==> config.mk <==
export PLATFORM = sky130hd
export DESIGN_NAME = cpvp_regs
export DESIGN_NICKNAME = d
export VERILOG_FILES = /design/src/sv/assert_macros.svh /design/src/sv/cpvp_pkg.sv /design/src/sv/cpvp_regs.sv
export SDC_FILE = /design/constraint.sdc
export NUM_CORES = 1
export LEC_CHECK = 0
export BUFFER_PORTS_ARGS = -buffer_cell sky130_fd_sc_hd__buf_2
export CORE_AREA = 4 4 171 173
export CTS_CLUSTER_SIZE = 10
export DETAILED_ROUTE_END_ITERATION = 6
export DIE_AREA = 0 0 175 177
export GPL_TIMING_DRIVEN = 0
export HOLD_SLACK_MARGIN = 0.1
export PLACE_DENSITY = 0.54
export SLEW_MARGIN = 20
export SYNTH_ARGS = -nofsm -noshare
export SYNTH_HDL_FRONTEND = slang
export SYNTH_SLANG_ARGS = --single-unit
==> constraint.sdc <==
create_clock -name i_clk -period 1.7 [get_ports i_clk]
set_input_delay 0.255 -clock i_clk [delete_from_list [all_inputs] [get_ports i_clk]]
set_output_delay 0.255 -clock i_clk [all_outputs]
set_load 0.03 [all_outputs]
==> src/sv/assert_macros.svh <==
// Assertion helpers shared by the RTL.
`ifndef ASSERT_MACROS_SVH
`define ASSERT_MACROS_SVH

// same-cycle implication
`define CPVP_ASSERT_SAME(lbl, clk, rst_n, ante, cons, msg) \
    lbl: assert property (@(posedge clk) disable iff (!(rst_n)) (ante) |-> (cons)) \
        else $error(msg);

// next-cycle implication
`define CPVP_ASSERT_NEXT(lbl, clk, rst_n, ante, cons, msg) \
    lbl: assert property (@(posedge clk) disable iff (!(rst_n)) (ante) |=> (cons)) \
        else $error(msg);

`endif

==> src/sv/cpvp_pkg.sv <==
package cpvp_pkg;

    localparam int unsigned FORCE_FIELDS = 3;
    localparam int unsigned GAIN_W       = 24;
    localparam int unsigned LIM_W        = 31;
    localparam int unsigned DATA_W       = 32;
    localparam int unsigned OPND_W       = 33;
    localparam int unsigned PROD_W       = GAIN_W + 1 + OPND_W;
    localparam int unsigned FRAC_W       = 16;
    localparam int unsigned PQ_W         = PROD_W - FRAC_W;
    localparam int unsigned ADDR_W       = 5;

    typedef enum logic [2:0] {
        REG_POS_GAIN  = 3'd0,
        REG_VEL_PGAIN = 3'd1,
        REG_VEL_IGAIN = 3'd2,
        REG_VEL_DGAIN = 3'd3,
        REG_INT_LIM   = 3'd4,
        REG_MASS      = 3'd5,
        REG_GRAVITY   = 3'd6
    } t_reg_idx;

    typedef struct packed {
        logic [GAIN_W-1:0]        pos_gain;
        logic [GAIN_W-1:0]        vel_pgain;
        logic [GAIN_W-1:0]        vel_igain;
        logic [GAIN_W-1:0]        vel_dgain;
        logic [LIM_W-1:0]         int_lim;
        logic [GAIN_W-1:0]        mass;
        logic signed [DATA_W-1:0] gravity;
    } t_cfg;

endpackage

==> src/sv/cpvp_regs.sv <==
module cpvp_regs (
    input  logic                              i_clk,
    input  logic                              i_rst_n,
    input  logic                              psel,
    input  logic                              penable,
    input  logic                              pwrite,
    input  logic [cpvp_pkg::ADDR_W-1:0]       paddr,
    input  logic [cpvp_pkg::DATA_W-1:0]       pwdata,
    output logic [cpvp_pkg::DATA_W-1:0]       prdata,
    output logic                              pready,
    output cpvp_pkg::t_cfg                    o_cfg
);

    cpvp_pkg::t_cfg r_cfg;
    cpvp_pkg::t_reg_idx w_idx;
    logic w_wr;

    assign w_idx  = cpvp_pkg::t_reg_idx'(paddr[cpvp_pkg::ADDR_W-1:2]);
    assign w_wr   = psel && penable && pwrite;
    assign pready = 1'b1;
    assign o_cfg  = r_cfg;

    always_ff @(posedge i_clk) begin
        if (!i_rst_n) begin
            r_cfg.pos_gain  <= 24'd65536;
            r_cfg.vel_pgain <= 24'd65536;
            r_cfg.vel_igain <= '0;
            r_cfg.vel_dgain <= '0;
            r_cfg.int_lim   <= 31'd65536;
            r_cfg.mass      <= 24'd65536;
            r_cfg.gravity   <= '0;
        end else if (w_wr) begin
            unique case (w_idx)
                cpvp_pkg::REG_POS_GAIN:  r_cfg.pos_gain  <= pwdata[cpvp_pkg::GAIN_W-1:0];
                cpvp_pkg::REG_VEL_PGAIN: r_cfg.vel_pgain <= pwdata[cpvp_pkg::GAIN_W-1:0];
                cpvp_pkg::REG_VEL_IGAIN: r_cfg.vel_igain <= pwdata[cpvp_pkg::GAIN_W-1:0];
                cpvp_pkg::REG_VEL_DGAIN: r_cfg.vel_dgain <= pwdata[cpvp_pkg::GAIN_W-1:0];
                cpvp_pkg::REG_INT_LIM:   r_cfg.int_lim   <= pwdata[cpvp_pkg::LIM_W-1:0];
                cpvp_pkg::REG_MASS:      r_cfg.mass      <= pwdata[cpvp_pkg::GAIN_W-1:0];
                cpvp_pkg::REG_GRAVITY:   r_cfg.gravity   <= $signed(pwdata);
                default: ;
            endcase
        end
    end

    always_comb begin
        unique case (w_idx)
            cpvp_pkg::REG_POS_GAIN:  prdata = {8'd0, r_cfg.pos_gain};
            cpvp_pkg::REG_VEL_PGAIN: prdata = {8'd0, r_cfg.vel_pgain};
            cpvp_pkg::REG_VEL_IGAIN: prdata = {8'd0, r_cfg.vel_igain};
            cpvp_pkg::REG_VEL_DGAIN: prdata = {8'd0, r_cfg.vel_dgain};
            cpvp_pkg::REG_INT_LIM:   prdata = {1'b0, r_cfg.int_lim};
            cpvp_pkg::REG_MASS:      prdata = {8'd0, r_cfg.mass};
            cpvp_pkg::REG_GRAVITY:   prdata = r_cfg.gravity;
            default:                 prdata = '0;
        endcase
    end

endmodule

* Yosys cells after proc, flatten, opt, wreduce, memory -nomap -nowiden
Index checks and enable logic that the tools add are counted.
** Word-level totals
- Flip-flop bits (word level) :: 183
- Output and inout port bits :: 216
- Word-level logic and storage cells :: 24
** Operators by class
- Equal/unequal tests :: 6
- Muxes and demuxes :: 1
- Reductions and logical operators :: 10
** Operators with widths (count)
- $pmux 32 s7 :: 1
- $reduce_and 2->1 :: 7
- $eq 3x3->1 const B :: 3
- $eq 3x2->1 const B :: 2
- $eq 3x1->1 const B :: 1
- $logic_not 3->1 :: 1
- $logic_and 1x1->1 :: 2

* Logic depth before layout (Yosys ltp)
Gate-level depths: netlist (run 1).
- Depth in word-level cells :: 3
- Depth in mapped cells :: 6

* Worst setup path before layout (run 1)
OpenSTA, ideal clock, no wires.
- Path kind :: input-to-output
- From :: input port paddr[3] (netlist name)
- To :: output port prdata[0] (netlist name)
- Arrival :: 1.718 ns
- Data required time :: 1.445 ns
- Slack :: -0.273 ns
- Cell stages on the path :: 5
- Path buffers :: 2
- Path through :: nand2b_1 > buf_2 > buf_2 > o221a_2 > a221oi_1
** Between the ends
- Word-level cells in the longest chain between the ends :: 2
** RTL lines
- start: declaration :: RTL line cpvp_regs.sv:7 : input logic [cpvp_pkg::ADDR_W-1:0] paddr,
- $eq 3x3->1 (tied with other cells) :: RTL line cpvp_regs.sv:47 : unique case (w_idx)
- $pmux 32 s7 (*) :: RTL line cpvp_regs.sv:47
- end: declaration :: RTL line cpvp_regs.sv:9 : output logic [cpvp_pkg::DATA_W-1:0] prdata,
Every way passes the cells marked *; elsewhere a longest branch is shown, timed or not.

* Final worst setup path (run 1)
- From :: register r_cfg (netlist bit o_cfg[96])
- To :: output port prdata[9] (netlist name)
** Between the ends
- Word-level cells in the longest chain between the ends :: 1
** RTL lines
- start: declaration :: RTL line cpvp_regs.sv:14 : cpvp_pkg::t_cfg r_cfg;
- $pmux 32 s7 :: RTL line cpvp_regs.sv:47
Every way passes these cells.

==> results.sh, run 1 <==
export IMPL_worst_path_stages=3
export IMPL_start_util_pct=29.6
export IMPL_rows=61
export IMPL_ir_drop_mv=0.517
export IMPL_vias=7554
export IMPL_tns_ps=-1520
export IMPL_yosysSeqAreaShare_pct=44.8
export IMPL_fin_skew_ps=0
export IMPL_syn_area_sq_um=8190
export IMPL_setup_viol=24
export IMPL_cts_tree="done"
export IMPL_synth_top_family_by_area="multiplexers"
export IMPL_ys_ff_latch=183
export IMPL_grt_max_degree=17
export IMPL_antenna_found_initial=2
export IMPL_cp_end_kind="primary output"
export IMPL_wl_microns=36000
export IMPL_synth_top_cells_by_area="dfxtp_1, mux2i_1, nand2_1"
export IMPL_portBuffers=253
export IMPL_overflow=0
export IMPL_avgSynthCellArea_sq_um=9.95
export IMPL_cellPowerDensity_nw_per_um2=816
export IMPL_avgRoutedWirePerCell_microns=23.0
export IMPL_fmaxAchievable_mhz=526
export IMPL_root_buffer="clkbuf_16"
export IMPL_htree_levels=4
export IMPL_status="finished, violations left"
export IMPL_synth_nets=865
export IMPL_critical_path_max_stage_delay_ps=460
export IMPL_critPathMaxFanout=2
export IMPL_n_antenna_cell=0
export IMPL_rr_worst_depth=4
export IMPL_area_growth_syn_to_layout_pct=44.6
export IMPL_vias_per_cell=4.83
export IMPL_largest_reg_flops=183
export IMPL_place_inst=1454
export IMPL_clk_latency_ps=430
export IMPL_maxCapViolations=0
export IMPL_fp_dieW_microns=175
export IMPL_slew_violations=0
export IMPL_layout_drive_gt1_share_pct=43.6
export IMPL_layout_commonest_cell="mux2i_1"
export IMPL_leakage_nw=5.29
export IMPL_core_area_sq_um=27600
export IMPL_fin_nets=1217
export IMPL_cts_path_max_buffers=2
export IMPL_cts_sinks=183
export IMPL_path_buf_inv=1
export IMPL_synth_compound_area_share_pct=6.34
export IMPL_final_antenna_net_count=0
export IMPL_dieArea_sq_um=31000
export IMPL_worstSetupPathType="flop to primary output"
export IMPL_drc=0
export IMPL_timing_final_ws_setup_ps=-203
export IMPL_crit_chain="mux4_2 > mux2_4 > buf_6"
export IMPL_start_kind="flop"
export IMPL_fin_crit_ps=1900
export IMPL_hp_class="input pin to flop"
export IMPL_grt_pass1_wl_microns=51500
export IMPL_synth_distinct_cells=29
export IMPL_preCtsSetupSlack_ps=-1070
export IMPL_yosys_area_top_type="dfxtp_1"
export IMPL_finalHoldViolations=0
export IMPL_track_usage_pct=22.7
export IMPL_synth_xor_area_share_pct=0
export IMPL_synth_top_area_share_pct=44.8
export IMPL_cts_inserted_buffers=17
export IMPL_critPathSlowestCell="mux4_2"
export IMPL_first_iter_violations=351
export IMPL_synth_fa_ha_area_share_pct=0
export IMPL_finalCritPeriodShare_pct=112
export IMPL_cp_arrival_ps=1650
export IMPL_dp_hpwl_microns=24600
export IMPL_tightestPinTransition_ps=977
export IMPL_critical_path_top_delay_family="multiplexers"
export IMPL_synth_area_mux_share_pct=31.1
export IMPL_yosys_warnings=0
export IMPL_mostFrequentLayoutCells="mux2i_1, buf_2, nand2_1"
export IMPL_fill_cells=2803
export IMPL_violations="setup timing"
export IMPL_grt_pass1_vias=7551
export IMPL_gp_congestion=0.784
export IMPL_ios=258
export IMPL_rsz0062_at_grt="yes"
export IMPL_syn_instance_count=823
export IMPL_hold_ws_ps=167
export IMPL_whs_path_depth=3
export IMPL_maxSlewHeadroom_pct=34.9
export IMPL_yosys_area_share_simple_pct=12.6
export IMPL_required_ps=1440
export IMPL_clk_pin_slew_ps=70
export IMPL_die_h_microns=177
export IMPL_firstDrtPassIters=5
export IMPL_finalNonFillerCells=1564
export IMPL_p_total_mw=9.65
-- layer usage --
layer  wire length (microns)  part of all wire, %  GRT usage [%]
met4                     456                  1.3           4.68
met5                      21                0.058              0
met2                   17100                   48           38.4
met1                   16300                   45           29.6
met3                    2130                  5.9           5.40
-- logic make-up after synthesis --
kind of cell | count (synthesis)
buffers and inverters | 79
and+or+nand+nor | 251
AOI/OAI and AO/OA | 57
other | 1
muxes | 252
DFF | 183
-- power by group --
| group | internal (mW) | switching, mW |
|---|---|---|
| sequential | 4.31 | 0.0244 |
| combinational | 0.387 | 0.688 |
| clock | 2.46 | 1.77 |
| total | 7.17 | 2.49 |
-- worst reg2reg max path, cell delays in order (launching register included) --
cell and delay, ps:
dfxtp_2 320, buf_4 120, buf_4 130, nand2_1 60
mux2i_1 80
-- per-stage QoR --
step           area [sq um]  utilization [%]
6_report              11800             42.8
5_1_grt               11800             42.8
4_1_cts               11600             42.1
3_5_place_dp          10000             36.2
3_3_place_gp          10000             36.2
2_1_floorplan          8270                -
-- synth_stat cells --
library cell / n
a221oi_1: 13
a2bb2oi_1: 10
a32oi_1: 10
and3_1: 1
and3b_1: 1
buf_1: 1
buf_2: 9
buf_4: 18
buf_6: 6
clkbuf_1: 32
conb_1: 1
dfxtp_1: 183
inv_1: 13
mux2_2: 11
mux2i_1: 240
mux4_2: 1
nand2_1: 222
nand2b_1: 3
nand4_2: 1
nand4b_4: 1
nor2_1: 10
nor2_2: 2
nor2_4: 1
nor2b_1: 7
nor3_4: 1
o211ai_1: 10
o221a_2: 13
o2bb2ai_1: 1
or3_1: 1
-- final timing paths --
path,startpoint,endpoint,slack (ps)
worst max register to register,o_cfg[89]$_SDFFE_PN0P_,o_cfg[89]$_SDFFE_PN0P_,850
worst min-delay path,pwdata[16],o_cfg[175]$_SDFFE_PN1P_,170
worst max-delay path,o_cfg[96]$_SDFFE_PN0P_,prdata[9],-200
worst min register to register,o_cfg[22]$_SDFFE_PN0P_,o_cfg[22]$_SDFFE_PN0P_,460
-- repair_timing --
item,4_1_cts,5_1_grt
pin swaps,33,15
resized for setup,161,20
endpoints found under the hold margin,12,0
setup buffers,52,17
setup endpoints to repair,32,32
gates cloned,4,0
hold buffers,8,0
-- final cells by class --
class	instances	area, sq um	area share [%]
plain buffers	65	569	4.81
clock buffers	23	488	4.12
clock inverters	7	118	0.994
inverters	13	48.8	0.412
multi-input cells	561	4330	36.6
flip-flops and latches	183	3740	31.6
well taps	378	473	4.00
repair buffers	334	2070	17.5
(Power assumes the default switching activity.)
==> run 2, diff against run 1 <==
--- a/config.mk
+++ b/config.mk
@@ -6,4 +6,5 @@
 export NUM_CORES = 1
 export LEC_CHECK = 0
+export ABC_CLOCK_PERIOD_IN_PS = 1700
 export BUFFER_PORTS_ARGS = -buffer_cell sky130_fd_sc_hd__buf_2
 export CORE_AREA = 4 4 171 173
==> constraint.sdc (replaced) <==
create_clock -name i_clk -period 1.7 [get_ports i_clk]
set_input_delay 0.17 -clock i_clk [delete_from_list [all_inputs] [get_ports i_clk]]
set_output_delay 0.17 -clock i_clk [all_outputs]
set_load 0.03 [all_outputs]
==> run 2 against run 1 <==
  * The flow still finishes with violations (setup timing)
  * Die area is the same
  * Flip-flop and latch count did not move
  * Clock skew stayed put
  * Critical endpoint unchanged
  * Highest routed layer unchanged
==> results.sh, run 2 (synthesized netlist as in run 1, its figures left out) <==
export IMPL_status="finished, violations left"
export IMPL_violations="setup timing"
export IMPL_cts_path_max_buffers=2
export IMPL_rsz0062_at_grt="yes"
export IMPL_mostFrequentLayoutCells="mux2i_1, buf_2, nand2_1"
export IMPL_finalCritPeriodShare_pct=107
export IMPL_leakage_nw=5.11
export IMPL_fin_nets=1193
export IMPL_multi_input_area_sq_um=4300
export IMPL_grt_pass1_vias=7328
export IMPL_vias_per_cell=4.85
export IMPL_root_buffer="clkbuf_16"
export IMPL_fill_cells=2782
export IMPL_area_growth_syn_to_layout_pct=40.5
export IMPL_preCtsSetupSlack_ps=-889
export IMPL_required_ps=1530
export IMPL_critPathSlowestCell="mux4_2"
export IMPL_fin_crit_ps=1820
export IMPL_layout_drive_gt1_share_pct=42.6
export IMPL_cp_arrival_ps=1650
export IMPL_cellPowerDensity_nw_per_um2=847
export IMPL_start_util_pct=29.6
export IMPL_n_antenna_cell=0
export IMPL_ir_drop_mv=0.505
export IMPL_core_area_sq_um=27600
export IMPL_clk_latency_ps=430
export IMPL_tns_ps=-164
export IMPL_dp_hpwl_microns=24500
export IMPL_portBuffers=253
export IMPL_first_iter_violations=370
export IMPL_finalHoldViolations=0
export IMPL_hp_class="input pin to flop"
export IMPL_slew_violations=0
export IMPL_layout_commonest_cell="mux2i_1"
export IMPL_maxSlewHeadroom_pct=36.2
export IMPL_fmaxAchievable_mhz=549
export IMPL_fin_skew_ps=0
export IMPL_cp_end_kind="primary output"
export IMPL_critPathMaxFanout=2
export IMPL_htree_levels=4
export IMPL_setup_viol=5
export IMPL_avgRoutedWirePerCell_microns=22.6
export IMPL_wl_microns=34900
export IMPL_critical_path_max_stage_delay_ps=460
export IMPL_rows=61
export IMPL_ios=258
export IMPL_largest_reg_flops=183
export IMPL_seqCellArea_sq_um=3740
export IMPL_crit_chain="mux4_2 > mux2_4 > buf_6"
export IMPL_timing_final_ws_setup_ps=-121
export IMPL_cts_tree="done"
export IMPL_placed_area_sq_um=10000
export IMPL_drc=0
export IMPL_cts_inserted_buffers=17
export IMPL_tightestPinTransition_ps=957
export IMPL_final_core_util_pct=41.6
export IMPL_antenna_found_initial=1
export IMPL_cts_sinks=183
export IMPL_die_h_microns=177
export IMPL_grt_pass1_wl_microns=49700
export IMPL_worstSetupPathType="flop to primary output"
export IMPL_clk_pin_slew_ps=70
export IMPL_track_usage_pct=21.8
export IMPL_dieArea_sq_um=31000
export IMPL_gp_congestion=0.787
export IMPL_start_kind="flop"
export IMPL_fin_area_sq_um=11500
export IMPL_final_antenna_net_count=0
export IMPL_firstDrtPassIters=5
export IMPL_fp_dieW_microns=175
export IMPL_vias=7476
export IMPL_grt_max_degree=17
export IMPL_maxCapViolations=0
export IMPL_overflow=0
[run 2: changes by cell type in the layout (fill, tap and decap cells not counted), moves of 3 or more]
cell	delta
buf_4	-19
o221a_2	+4
o221a_4	-4
buf_16	-3
buf_2	+3
buf_8	-3
dfxtp_2	+3
inv_6	+3
[run 2: timing repair]
action	CTS	global route
pin swaps	17	22
endpoints found under the hold margin	22	0
setup buffers	18	30
setup endpoints to repair	32	31
resized for setup	127	35
hold buffers	9	0
[run 2: final timing paths]
kind / startpoint / to / slack (ps) / cells after the start
max: o_cfg[96]$_SDFFE_PN0P_ / prdata[9] / -120 / 3
min: pwdata[13] / o_cfg[172]$_SDFFE_PN0P_ / 160 / 3
max reg2reg: o_cfg[44]$_SDFFE_PN0P_ / o_cfg[44]$_SDFFE_PN0P_ / 900 / 4
min reg2reg: o_cfg[6]$_SDFFE_PN0P_ / o_cfg[6]$_SDFFE_PN0P_ / 460 / 2
[run 2: final cells by class]
class / instances / area share, %
well taps: 378 / 4.11
inverters: 13 / 0.424
repair buffers: 310 / 15.5
multi-input cells: 561 / 37.4
flip-flops and latches: 183 / 32.5
clock inverters: 13 / 1.64
plain buffers: 65 / 4.45
clock buffers: 19 / 3.94
[run 2: per-stage QoR]
stage                     total power [mW]  hold WS [ps]  instances
after floorplan                       4.95           312        823
after global placement                5.33           431       1454
after detailed placement              5.33           439       1454
after CTS                             9.78           147       1512
after global routing                  10.0           162       1542
final                                 9.74           158       1542
[run 2: critical path: cells and delay by family (launching register included)]
kind / cells / cell delay [ps]
buffers and inverters: 1 / 140
flip-flops: 1 / 320
multiplexers: 2 / 760
[run 2: power breakdown]
| part | internal (mW) | total, mW | switching [mW] |
|---|---|---|---|
| clock network | 2.56 | 4.41 | 1.84 |
| logic | 0.334 | 0.997 | 0.663 |
| registers | 4.31 | 4.34 | 0.0251 |
| total | 7.21 | 9.74 | 2.53 |
[run 2: metal layers]
metal  GRT usage (%)  up-vias  wire length (microns)
met5               0        -                     15
met4            6.32        2                    869
met3            6.67       46                   2550
met2            35.6      288                  16000
met1            27.9     3614                  15400
li1                -     3526                      -
